--- config.mk ---
export PLATFORM = sky130hd
export DESIGN_NAME = char_lcd_text_writer
export DESIGN_NICKNAME = d
export VERILOG_FILES = /design/src/design/clw_pkg.sv /design/src/design/char_lcd_text_writer.sv
export VERILOG_INCLUDE_DIRS = /design/src /design/src/design
export SDC_FILE = /design/constraint.sdc
export NUM_CORES = 1
export LEC_CHECK = 0
export BUFFER_PORTS_ARGS = -buffer_cell sky130_fd_sc_hd__buf_2
export CAP_MARGIN = 10
export CORE_MARGIN = 5
export CORE_UTILIZATION = 35
export CTS_CLUSTER_DIAMETER = 100
export DETAILED_ROUTE_END_ITERATION = 12
export SLEW_MARGIN = 25
export SYNTH_ARGS = -nofsm -noshare
export SYNTH_HDL_FRONTEND = slang
export SYNTH_SLANG_ARGS = --single-unit
--- constraint.sdc ---
create_clock -name i_clk -period 3.8 [get_ports i_clk]
set_input_delay 0.57 -clock i_clk [delete_from_list [all_inputs] [get_ports i_clk]]
set_output_delay 0.57 -clock i_clk [all_outputs]
set_load 0.005 [all_outputs]
--- src/design/char_lcd_text_writer_macros.svh ---
// assertion macros shared by the lcd text writer rtl
// no dependencies; included by files that carry concurrent assertions
`ifndef CHAR_LCD_TEXT_WRITER_MACROS_SVH
`define CHAR_LCD_TEXT_WRITER_MACROS_SVH

// same-cycle implication, gated by the active-low reset
`define CLW_ASSERT_NOW(label, clk, rst_n, ante, cons) \
    label: assert property (@(posedge clk) disable iff (!rst_n) (ante) |-> (cons)) \
        else $error("clw assertion failed");

// next-cycle implication, gated by the active-low reset
`define CLW_ASSERT_NEXT(label, clk, rst_n, ante, cons) \
    label: assert property (@(posedge clk) disable iff (!rst_n) (ante) |=> (cons)) \
        else $error("clw assertion failed");

`endif

--- src/design/clw_pkg.sv ---
// types, codes and helper functions for the lcd text writer
// no dependencies; used by char_lcd_text_writer
`timescale 1ns / 1ps

package clw_pkg;

    typedef enum logic [1:0] {
        ACT_PUT  = 2'd0,
        ACT_SET  = 2'd1,
        ACT_CMD  = 2'd2,
        ACT_DATA = 2'd3
    } t_action;

    localparam logic CFG_COLUMNS = 1'b0;
    localparam logic CFG_ROWS    = 1'b1;

    localparam logic [7:0] CH_NL    = 8'h0A;
    localparam logic [7:0] CH_CR    = 8'h0D;
    localparam logic [7:0] CMD_DDRAM = 8'h80;
    localparam logic [2:0] MAX_ROWS = 3'd4;

    localparam logic [6:0] ROW_BASE_0 = 7'h00;
    localparam logic [6:0] ROW_BASE_1 = 7'h40;
    localparam logic [6:0] ROW_BASE_2 = 7'h14;
    localparam logic [6:0] ROW_BASE_3 = 7'h54;

    typedef struct packed {
        t_action     action;
        logic [7:0]  byte_value;
        logic [5:0]  target_col;
        logic [1:0]  target_row;
    } t_in_word;

    typedef struct packed {
        logic [3:0]  nibble;
        logic        reg_select;
        logic        last;
    } t_out_word;

    // row at or past the usable row count folds back to row 0
    function automatic logic [1:0] fix_row(logic [2:0] row, logic [2:0] rows);
        logic [2:0] lim;
        lim = (rows > MAX_ROWS) ? MAX_ROWS : rows;
        if (row >= lim || row >= MAX_ROWS) begin
            return 2'd0;
        end
        return row[1:0];
    endfunction

    // ddram start address of each display row
    function automatic logic [6:0] row_base(logic [1:0] row);
        logic [6:0] base;
        case (row)
            2'd0:    base = ROW_BASE_0;
            2'd1:    base = ROW_BASE_1;
            2'd2:    base = ROW_BASE_2;
            default: base = ROW_BASE_3;
        endcase
        return base;
    endfunction

    function automatic logic [7:0] ddram_cmd(logic [5:0] col, logic [1:0] row);
        logic [6:0] addr;
        addr = 7'({1'b0, col} + row_base(row));
        return CMD_DDRAM | {1'b0, addr};
    endfunction

endpackage

--- src/design/char_lcd_text_writer.sv ---
// lcd text writer: turns text and commands into a 4-bit nibble stream
// depends on clw_pkg and char_lcd_text_writer_macros.svh
`timescale 1ns / 1ps
`include "char_lcd_text_writer_macros.svh"

// Usage
//   input channel (i_in_valid / o_in_ready / i_in): one word per item, either
//   a character to put, a cursor position, or a raw command or data byte.
//   output channel (o_out_valid / i_out_ready / o_out): one nibble per word,
//   high nibble first, with reg_select and a last flag on the item's final one.
//   config port (i_cfg_we / i_cfg_idx / i_cfg_data): index 0 columns,
//   index 1 rows; write only while the block is idle.
// Timing
//   the cursor and both bytes of an item are worked out in the accepting
//   cycle and held in the nibble register; the first nibble shows the next
//   cycle. an item gives 2 nibbles, or 4 when a character wraps first, and the
//   single output port moves one nibble a cycle while the receiver is ready.
//   a new item is not taken before its predecessor's last nibble is, and is
//   taken in the cycle that last nibble is taken.
// Reset and stall
//   reset clears the cursor to row 0 column 0, sets 16 columns and 2 rows and
//   drops any pending nibbles. while the receiver stalls the current nibble
//   holds and input is refused until the last nibble goes.
module char_lcd_text_writer (
    input  logic              i_clk,
    input  logic              i_rst_n,
    input  logic              i_in_valid,
    output logic              o_in_ready,
    input  clw_pkg::t_in_word i_in,
    output logic              o_out_valid,
    input  logic              i_out_ready,
    output clw_pkg::t_out_word o_out,
    input  logic              i_cfg_we,
    input  logic              i_cfg_idx,
    input  logic [5:0]        i_cfg_data
);

    logic [5:0] r_columns;
    logic [2:0] r_rows;
    logic [5:0] r_col;
    logic [5:0] n_col;
    logic [1:0] r_row;
    logic [1:0] n_row;

    logic       r_busy;
    logic [1:0] r_idx;
    logic [7:0] r_byte0;
    logic [7:0] n_byte0;
    logic [7:0] r_byte1;
    logic [7:0] n_byte1;
    logic       r_rs0;
    logic       n_rs0;
    logic       r_rs1;
    logic       n_rs1;
    logic       r_two;
    logic       n_two;

    logic       in_acc;
    logic       out_acc;
    logic       cur_last;
    logic       wrap;
    logic [1:0] row_wrap;
    logic [5:0] col_a;
    logic [1:0] row_a;
    logic [7:0] cur_byte;
    logic [7:0] sec_byte;
    logic       sec_rs;
    logic [1:0] row_nl;
    logic [1:0] row_cr;

    assign cur_last    = (r_idx == (r_two ? 2'd3 : 2'd1));
    assign o_out_valid = r_busy;
    assign out_acc     = r_busy && i_out_ready;
    assign o_in_ready  = !r_busy || (i_out_ready && cur_last);
    assign in_acc      = i_in_valid && o_in_ready;

    assign cur_byte         = r_idx[1] ? r_byte1 : r_byte0;
    assign o_out.nibble     = r_idx[0] ? cur_byte[3:0] : cur_byte[7:4];
    assign o_out.reg_select = r_idx[1] ? r_rs1 : r_rs0;
    assign o_out.last       = cur_last;

    // cursor step and the one or two bytes an item sends
    always_comb begin
        wrap     = (r_col >= r_columns);
        row_wrap = clw_pkg::fix_row(3'({1'b0, r_row} + 3'd1), r_rows);
        col_a    = wrap ? 6'd0 : r_col;
        row_a    = wrap ? row_wrap : r_row;
        row_nl   = clw_pkg::fix_row(3'({1'b0, row_a} + 3'd1), r_rows);
        row_cr   = clw_pkg::fix_row({1'b0, row_a}, r_rows);

        n_col    = r_col;
        n_row    = r_row;
        n_byte0  = i_in.byte_value;
        n_rs0    = 1'b0;
        n_byte1  = i_in.byte_value;
        n_rs1    = 1'b1;
        n_two    = 1'b0;
        sec_byte = i_in.byte_value;
        sec_rs   = 1'b1;

        case (i_in.action)
            clw_pkg::ACT_PUT: begin
                if (i_in.byte_value == clw_pkg::CH_NL) begin
                    sec_byte = clw_pkg::ddram_cmd(col_a, row_nl);
                    sec_rs   = 1'b0;
                    n_col    = col_a;
                    n_row    = row_nl;
                end else if (i_in.byte_value == clw_pkg::CH_CR) begin
                    sec_byte = clw_pkg::ddram_cmd(6'd0, row_cr);
                    sec_rs   = 1'b0;
                    n_col    = 6'd0;
                    n_row    = row_cr;
                end else begin
                    n_col = col_a + 6'd1;
                    n_row = row_a;
                end
                if (wrap) begin
                    n_byte0 = clw_pkg::ddram_cmd(6'd0, row_wrap);
                    n_rs0   = 1'b0;
                    n_byte1 = sec_byte;
                    n_rs1   = sec_rs;
                    n_two   = 1'b1;
                end else begin
                    n_byte0 = sec_byte;
                    n_rs0   = sec_rs;
                end
            end
            clw_pkg::ACT_SET: begin
                n_row   = clw_pkg::fix_row({1'b0, i_in.target_row}, r_rows);
                n_col   = i_in.target_col;
                n_byte0 = clw_pkg::ddram_cmd(i_in.target_col, n_row);
            end
            clw_pkg::ACT_CMD: begin
                n_rs0 = 1'b0;
            end
            clw_pkg::ACT_DATA: begin
                n_rs0 = 1'b1;
            end
            default: begin
                n_rs0 = 1'b0;
            end
        endcase
    end

    always_ff @(posedge i_clk) begin
        if (!i_rst_n) begin
            r_columns <= 6'd16;
            r_rows    <= 3'd2;
        end else if (i_cfg_we) begin
            case (i_cfg_idx)
                clw_pkg::CFG_COLUMNS: r_columns <= i_cfg_data;
                clw_pkg::CFG_ROWS:    r_rows    <= i_cfg_data[2:0];
                default:              r_rows    <= r_rows;
            endcase
        end
    end

    always_ff @(posedge i_clk) begin
        if (!i_rst_n) begin
            r_col  <= 6'd0;
            r_row  <= 2'd0;
            r_busy <= 1'b0;
            r_idx  <= 2'd0;
        end else if (in_acc) begin
            r_col  <= n_col;
            r_row  <= n_row;
            r_busy <= 1'b1;
            r_idx  <= 2'd0;
        end else if (out_acc) begin
            if (cur_last) begin
                r_busy <= 1'b0;
            end else begin
                r_idx <= r_idx + 2'd1;
            end
        end
    end

    // word payload, no reset needed
    always_ff @(posedge i_clk) begin
        if (in_acc) begin
            r_byte0 <= n_byte0;
            r_byte1 <= n_byte1;
            r_rs0   <= n_rs0;
            r_rs1   <= n_rs1;
            r_two   <= n_two;
        end
    end

    `CLW_ASSERT_NOW(a_take_only_on_last, i_clk, i_rst_n,
        in_acc && r_busy, out_acc && cur_last)
    `CLW_ASSERT_NEXT(a_item_not_cut, i_clk, i_rst_n,
        out_acc && !cur_last, o_out_valid)
    `CLW_ASSERT_NEXT(a_raw_keeps_cursor, i_clk, i_rst_n,
        in_acc && (i_in.action == clw_pkg::ACT_CMD || i_in.action == clw_pkg::ACT_DATA),
        $stable(r_col) && $stable(r_row))
    `CLW_ASSERT_NOW(a_last_on_low_nibble, i_clk, i_rst_n,
        o_out_valid && o_out.last, r_idx[0])

endmodule
# Yosys cells after proc, flatten, opt, wreduce, memory -nomap -nowiden
# Cells that the tools add are included.
# totals
ff_bits	39
in_bits	30
output_inout_bits	8
elab_cells	111
# op_classes
addsub	6
magnitude_cmp	8
eq_ne	13
mux	48
bitwise_logic	3
n_reduce_logical	22
# op_table
operator	count
case mux 7 bit (3 select lines)	4
two-way mux 8 bit	6
two-way mux 2 bit	13
two-way mux 7 bit	3
two-way mux 6 bit	3
== test 8 x 4 -> 1 bit, second input constant	2
case mux 8 bit (2 select lines)	1
adder 6 x 7 -> 7 bit	2
two-way mux 1 bit	13
case mux 6 bit (2 select lines)	1
AND reduction 2 bit	6
== test 2 x 1 -> 1 bit, second input constant	5
== test 2 bit, second input constant	5
zero test 2 bit	5
adder 2 x 1 -> 3 bit, second input constant	2
adder 6 x 1 -> 6 bit, second input constant	1
>= comparator 2 x 3 -> 1 bit	2
>= comparator 3 bit	2
>= comparator 3 bit, second input constant	2
>= comparator 6 bit	1
nonzero test 2 bit	3
two-way mux 4 bit	1
case mux 2 bit (2 select lines)	1
> comparator 3 bit, second input constant	1
9 further kinds	15

# Longest topological paths before layout
# depth
word_depth	20
mapped_depth	18
ltp_nobuf	18

# Worst setup path before layout
# Ideal clock, no wire load.
# synth_path
path_type	flip-flop to flip-flop
start	register r_col[0]
end	register r_byte0[5] (data pin)
setup_time_ns	0.261
t_arrival_ns	3.443
required_time_ns	3.539
path_slack_ns	0.096
path_stages_with_launch	17
n_path_buf	0
period_less_slack_ns	3.704
path_cell_list	dfxtp_1 -> inv_1 -> ha_1 -> nand2b_1 -> a21oi_1 -> o221ai_4 -> mux2i_2 -> inv_1 -> ha_1 -> ha_1 -> o21ai_0 -> and3_1 -> ha_1 -> a31oi_1 -> nor3b_1 -> o22ai_1 -> a221o_1
# synth_between
elab_chain_cells	15
elab_cells_between_ends	19
# synth_rtl
element	line_no	rtl
start, declared	char_lcd_text_writer.sv:40	logic [5:0] r_col;
start signal, assigned	char_lcd_text_writer.sv:165	r_col <= n_col;
>= comparator 6 bit	char_lcd_text_writer.sv:84	wrap = (r_col >= r_columns);
two-way mux 2 bit	char_lcd_text_writer.sv:87	row_a = wrap ? row_wrap : r_row;
adder 2 x 1 -> 3 bit	char_lcd_text_writer.sv:88	row_nl = clw_pkg::fix_row(3'({1'b0, row_a} + 3'd1), r_rows);
>= comparator 3 bit	clw_pkg.sv:44	if (row >= lim || row >= MAX_ROWS) begin
logical OR 1 bit	clw_pkg.sv:44	
two-way mux 1 bit	clw_pkg.sv:44	
two-way mux 2 bit	clw_pkg.sv:47	return row[1:0];
== test 2 bit (tied with other cells)	clw_pkg.sv:53	case (row)
case mux 7 bit (3 select lines)	clw_pkg.sv:53	
two-way mux 7 bit	char_lcd_text_writer.sv:103	if (i_in.byte_value == clw_pkg::CH_NL) begin
two-way mux 7 bit	char_lcd_text_writer.sv:101	case (i_in.action)
adder 6 x 7 -> 7 bit	clw_pkg.sv:64	addr = 7'({1'b0, col} + row_base(row));
two-way mux 8 bit	char_lcd_text_writer.sv:103	
two-way mux 8 bit *	char_lcd_text_writer.sv:117	if (wrap) begin
case mux 8 bit (2 select lines) *	char_lcd_text_writer.sv:101	
via n_byte0[5]	char_lcd_text_writer.sv:48	logic [7:0] n_byte0;
end signal, assigned	char_lcd_text_writer.sv:181	r_byte0 <= n_byte0;
end, declared	char_lcd_text_writer.sv:47	logic [7:0] r_byte0;
# The timed path passes the listed nets; every way through them passes the cells marked *. The select of a mux whose other input is x is not followed.
# A chain may end at the register's enable or synchronous reset.

# Worst setup path after layout
# layout_path
start	register r_row[0]
end	register r_byte0[5] (data pin)
# layout_between
elab_chain_cells	19
elab_cells_between_ends	23
# layout_rtl
element	line_no	rtl
start, declared	char_lcd_text_writer.sv:42	logic [1:0] r_row;
start signal, assigned	char_lcd_text_writer.sv:166	r_row <= n_row;
adder 2 x 1 -> 3 bit	char_lcd_text_writer.sv:85	row_wrap = clw_pkg::fix_row(3'({1'b0, r_row} + 3'd1), r_rows);
>= comparator 3 bit	clw_pkg.sv:44	
logical OR 1 bit	clw_pkg.sv:44	
two-way mux 1 bit	clw_pkg.sv:44	
two-way mux 2 bit	clw_pkg.sv:47	
two-way mux 2 bit *	char_lcd_text_writer.sv:87	
adder 2 x 1 -> 3 bit *	char_lcd_text_writer.sv:88	
>= comparator 3 bit	clw_pkg.sv:44	
[... 4 more ...]	--	
case mux 7 bit (3 select lines) *	clw_pkg.sv:53	
two-way mux 7 bit *	char_lcd_text_writer.sv:103	
two-way mux 7 bit *	char_lcd_text_writer.sv:101	
adder 6 x 7 -> 7 bit *	clw_pkg.sv:64	
two-way mux 8 bit *	char_lcd_text_writer.sv:103	
two-way mux 8 bit *	char_lcd_text_writer.sv:117	
case mux 8 bit (2 select lines) *	char_lcd_text_writer.sv:101	
via n_byte0[5]	char_lcd_text_writer.sv:48	
# Marked as above.

==> impl_table.tex <==
\begin{tabular}{lr}
\hline
Metric & Value \\
\hline
\multicolumn{2}{l}{\textbf{Pwr}} \\
\quad Post-layout total power & 1070 µW \\
\quad LEAKAGE & 0.00142 µW \\
\quad VDD IR max & 144 µV \\
\quad Cell area power density & 311 nW/µm² \\
\multicolumn{2}{l}{\textbf{CTS}} \\
\quad Hold-fix buffers, CTS & 0 \\
\quad Cell chosen for the clock root & sky130\_fd\_sc\_hd\_\_clkbuf\_8 \\
\quad CTS tree & built \\
\quad CTS buffer count & 5 \\
\quad Longest Clk Path Bufs & 2 \\
\quad Clk sink count & 39 \\
\quad H-tree depth & 2 \\
\quad Clock Latency Late Sink & 300 ps \\
\quad Clock Pin Slew Worst Setup and Hold Paths & 80 ps \\
\multicolumn{2}{l}{\textbf{Yosys}} \\
\quad Seq/Total Area, Yosys & 33.4\% \\
\quad Top area cells in the synthesized netlist & sky130\_fd\_sc\_hd\_\_edfxtp\_1, sky130\_fd\_sc\_hd\_\_dfxtp\_1, sky130\_fd\_sc\_hd\_\_ha\_1 \\
\quad Post-Synthesis Cells & 320 \\
\quad Commonest register cell after synthesis & sky130\_fd\_sc\_hd\_\_dfxtp\_1 \\
\quad Number of distinct library cells after synthesis & 60 \\
\quad Yosys top cell by area & sky130\_fd\_sc\_hd\_\_edfxtp\_1 \\
\quad Top cell type's share of synthesized area & 19.6\% \\
\quad Share of async-settable or async-resettable flops after synthesis & 0\% \\
\quad Number of synthesized flops with an enable pin & 19 \\
\quad Synth Register Bits & 39 \\
\quad Post-Synthesis Net Count & 376 \\
\quad Synthesized area per cell & 9.09 µm² \\
\quad Post-Synthesis Cell Area & 2910 µm² \\
\quad Warning count from the yosys run & 0 \\
\multicolumn{2}{l}{\textbf{Timing}} \\
\quad Post-route minimum period & 3640 ps \\
\quad Worst Tran Pin Value & 731 ps \\
\quad Fmax achieved & 0.275 GHz \\
\quad Unrepaired setup endpoints after global routing & no \\
\quad Number of endpoints failing setup at the final stage & 0 \\
\quad Worst-case clock skew & 6.12 ps \\
\quad Setup TNS & 0 ps \\
\quad Max Slew Vio Count & 0 \\
\quad Fraction of the cycle the final worst path needs & 95.9\% \\
\quad Fin Hold WS & 457 ps \\
\quad Relative max-transition margin & 51.0\% \\
\quad Hold violation total from the final report & 0 \\
\multicolumn{2}{l}{\textbf{Floorplanning}} \\
\quad Starting density of the core & 35.6\% \\
\quad Die Footprint & 10200 µm² \\
\quad Core region area & 8180 µm² \\
\quad Num rows & 33 \\
\quad Vertical extent of the die & 101 µm \\
\quad Number of placed I/O pins & 38 \\
\quad Chip width & 101 µm \\
\multicolumn{2}{l}{\textbf{Routing}} \\
\quad Routed wire per std cell & 16.4 µm \\
\quad Initial detailed-routing violation count & 227 \\
\quad Average via count per standard cell & 5.60 \\
\quad TritonRoute pass-1 iters & 5 \\
\quad Count of vias placed by the detailed router & 2654 \\
\quad Routed wire length & 7.75 mm \\
\quad Remaining number of nets flagged by the antenna check after routing & 0 \\
\quad Number of remaining DRC errors & 0 \\
\multicolumn{2}{l}{\textbf{Layout}} \\
\quad Storage element area & 972 µm² \\
\quad Synthesis-to-finish area growth & 17.7\% \\
\quad Non-filler cells, final & 474 \\
\quad Filler instances & 841 \\
\quad Share of final-layout standard cells stronger than drive strength 1 & 24.1\% \\
\quad Area taken by multi-input logic gates & 1850 µm² \\
\quad Antenna Diode Count & 0 \\
\quad Most used cells in the layout excluding fill and tap cells & sky130\_fd\_sc\_hd\_\_buf\_2, sky130\_fd\_sc\_hd\_\_nand2\_1, sky130\_fd\_sc\_hd\_\_a21oi\_1, sky130\_fd\_sc\_hd\_\_ha\_1 \\
\quad Most common library cell in the layout ignoring fill and taps & sky130\_fd\_sc\_hd\_\_buf\_2 \\
\quad Nets & 424 \\
\multicolumn{2}{l}{\textbf{Global route}} \\
\quad Global-route total usage across every layer & 15.4\% \\
\quad Antenna violations before repair & 0 \\
\quad Global route overflow & 0 \\
\quad Largest net degree at the start of global routing & 22 \\
\quad Wire length of the first global-routing pass & 12.6 mm \\
\quad Number of global-route vias before repair & 2580 \\
\multicolumn{2}{l}{\textbf{Min path}} \\
\quad Number of cells on the worst hold path & 2 \\
\quad Worst hold path class & register to register \\
\multicolumn{2}{l}{\textbf{Critical path}} \\
\quad Critical path start-end classification & register to register \\
\quad Type of destination of the critical path & register \\
\quad Startpoint types & register \\
\quad Most frequent cell on the critical path & sky130\_fd\_sc\_hd\_\_ha\_1 \\
\quad Worst path slowest cell & sky130\_fd\_sc\_hd\_\_a2111o\_1 \\
\quad Highest cell delay on the worst timing path & 420 ps \\
\quad Critical path required time & 3860 ps \\
\quad Data arrival time of the worst path & 3700 ps \\
\quad Maximum net fanout on the critical path & 4 \\
\quad CP Cell Sequence & ha\_1 -> ha\_1 -> a2111o\_1 -> a21oi\_4 -> mux2i\_2 -> inv\_1 -> ha\_1 -> nand2b\_1 -> o21ai\_1 -> and3\_4 -> ha\_1 -> a31oi\_2 -> nor3b\_1 -> o22ai\_1 -> a221o\_1 \\
\quad R2R cell count & 15 \\
\multicolumn{2}{l}{\textbf{Run}} \\
\quad Max-cap violations & 0 \\
\multicolumn{2}{l}{\textbf{Placement}} \\
\quad Number of I/O port buffers & 37 \\
\quad Detailed placer's ending HPWL & 6.00 mm \\
\quad Final weighted congestion in routability-driven placement & 0.883 \\
\quad Placed instance count & 464 \\
\multicolumn{2}{l}{\textbf{Outcome}} \\
\quad Outcome & finished, final reports clean \\
\hline
\end{tabular}
-- cells by family (layout without fill, tap and decap cells) --
logic type / after synthesis / in the layout / synth area share, %
AO/OA/AOI/OAI: 100 / 100 / 23.7
XOR/XNOR: 9 / 9 / 2.71
adder cells (fa/ha/maj): 29 / 29 / 12.3
buffers and inverters: 32 / 81 / 4.52
flip-flops: 39 / 39 / 33.4
multiplexers: 7 / 7 / 4.34
AND/OR/NAND/NOR: 104 / 104 / 19.0
-- metal layers --
metal  wire length (µm)  track usage, %  up-vias
met2               3590            25.7       97
li1                   -               -     1284
met4                120            4.91        0
met1               3450            19.7     1262
met3                598            3.72       11
met5                  0               0        -
-- cells in the mapped netlist, drive strengths merged, types with 7 or more instances --
master	number
a21oi	29
a22oi	9
o21ai	20
clkbuf	8
nor2b	7
dfxtp	20
edfxtp	19
nor2	17
and2	7
ha	26
inv	19
nand2	35
nand3	10
-- worst paths after layout --
path / start / to / slack (ps)
max: r_row[0]$_SDFFE_PN0P_ / r_byte0[5]$_DFFE_PP_ / 160
max reg2reg: r_row[0]$_SDFFE_PN0P_ / r_byte0[5]$_DFFE_PP_ / 160
min reg2reg: r_columns[5]$_SDFFE_PN0P_ / r_columns[5]$_SDFFE_PN0P_ / 460
min: r_columns[5]$_SDFFE_PN0P_ / r_columns[5]$_SDFFE_PN0P_ / 460
-- flip-flops by register name (all words and copies together) (netlist names) --
signal and count:
r_byte0 8, r_idx 2, o_out_valid 1, r_col 6, r_columns 6, r_row 2
r_rs0 1, r_rs1 1, r_two 1, r_rows 3, r_byte1 8
-- critical path, delay by kind of cell (launching register included) --
| kind | cells | cell delay (ps) |
|---|---|---|
| multiplexers | 1 | 100 |
| flip-flops | 1 | 320 |
| adder cells (fa/ha/maj) | 4 | 950 |
| buffers and inverters | 1 | 110 |
| AO/OA/AOI/OAI | 6 | 1300 |
| AND/OR/NAND/NOR | 3 | 630 |
-- power by group --
part           total [µW]  switching [µW]  internal [µW]  leakage (µW)
clock                 286             159            128     0.0000402
combinational         296             162            134       0.00104
sequential            483            13.8            469      0.000344
total                1070             334            731       0.00142
-- through the flow --
stage / area (µm²) / setup WS (ps) / util [%]
after detailed placement: 3280 / 33.9 / 40.1
after global routing: 3420 / 14.7 / 41.9
after floorplan: 2910 / 96.3 / -
after CTS: 3370 / 70.3 / 41.2
final: 3420 / 158 / 41.9
after global placement: 3280 / 95.0 / 40.1
-- area by class of cell --
type | count | area share [%]
timing repair buffer | 54 | 9.14
inverter | 19 | 2.08
multi-input combinational | 249 | 53.9
clock buffer | 5 | 2.01
sequential | 39 | 28.4
tap | 105 | 3.84
clock inverter | 3 | 0.585
-- repair_timing --
action,in CTS,in global routing
setup endpoints to repair,1,3
pin swaps,0,3
gates resized for setup,1,7
buffers inserted,0,2
(Power assumes the default switching activity.)
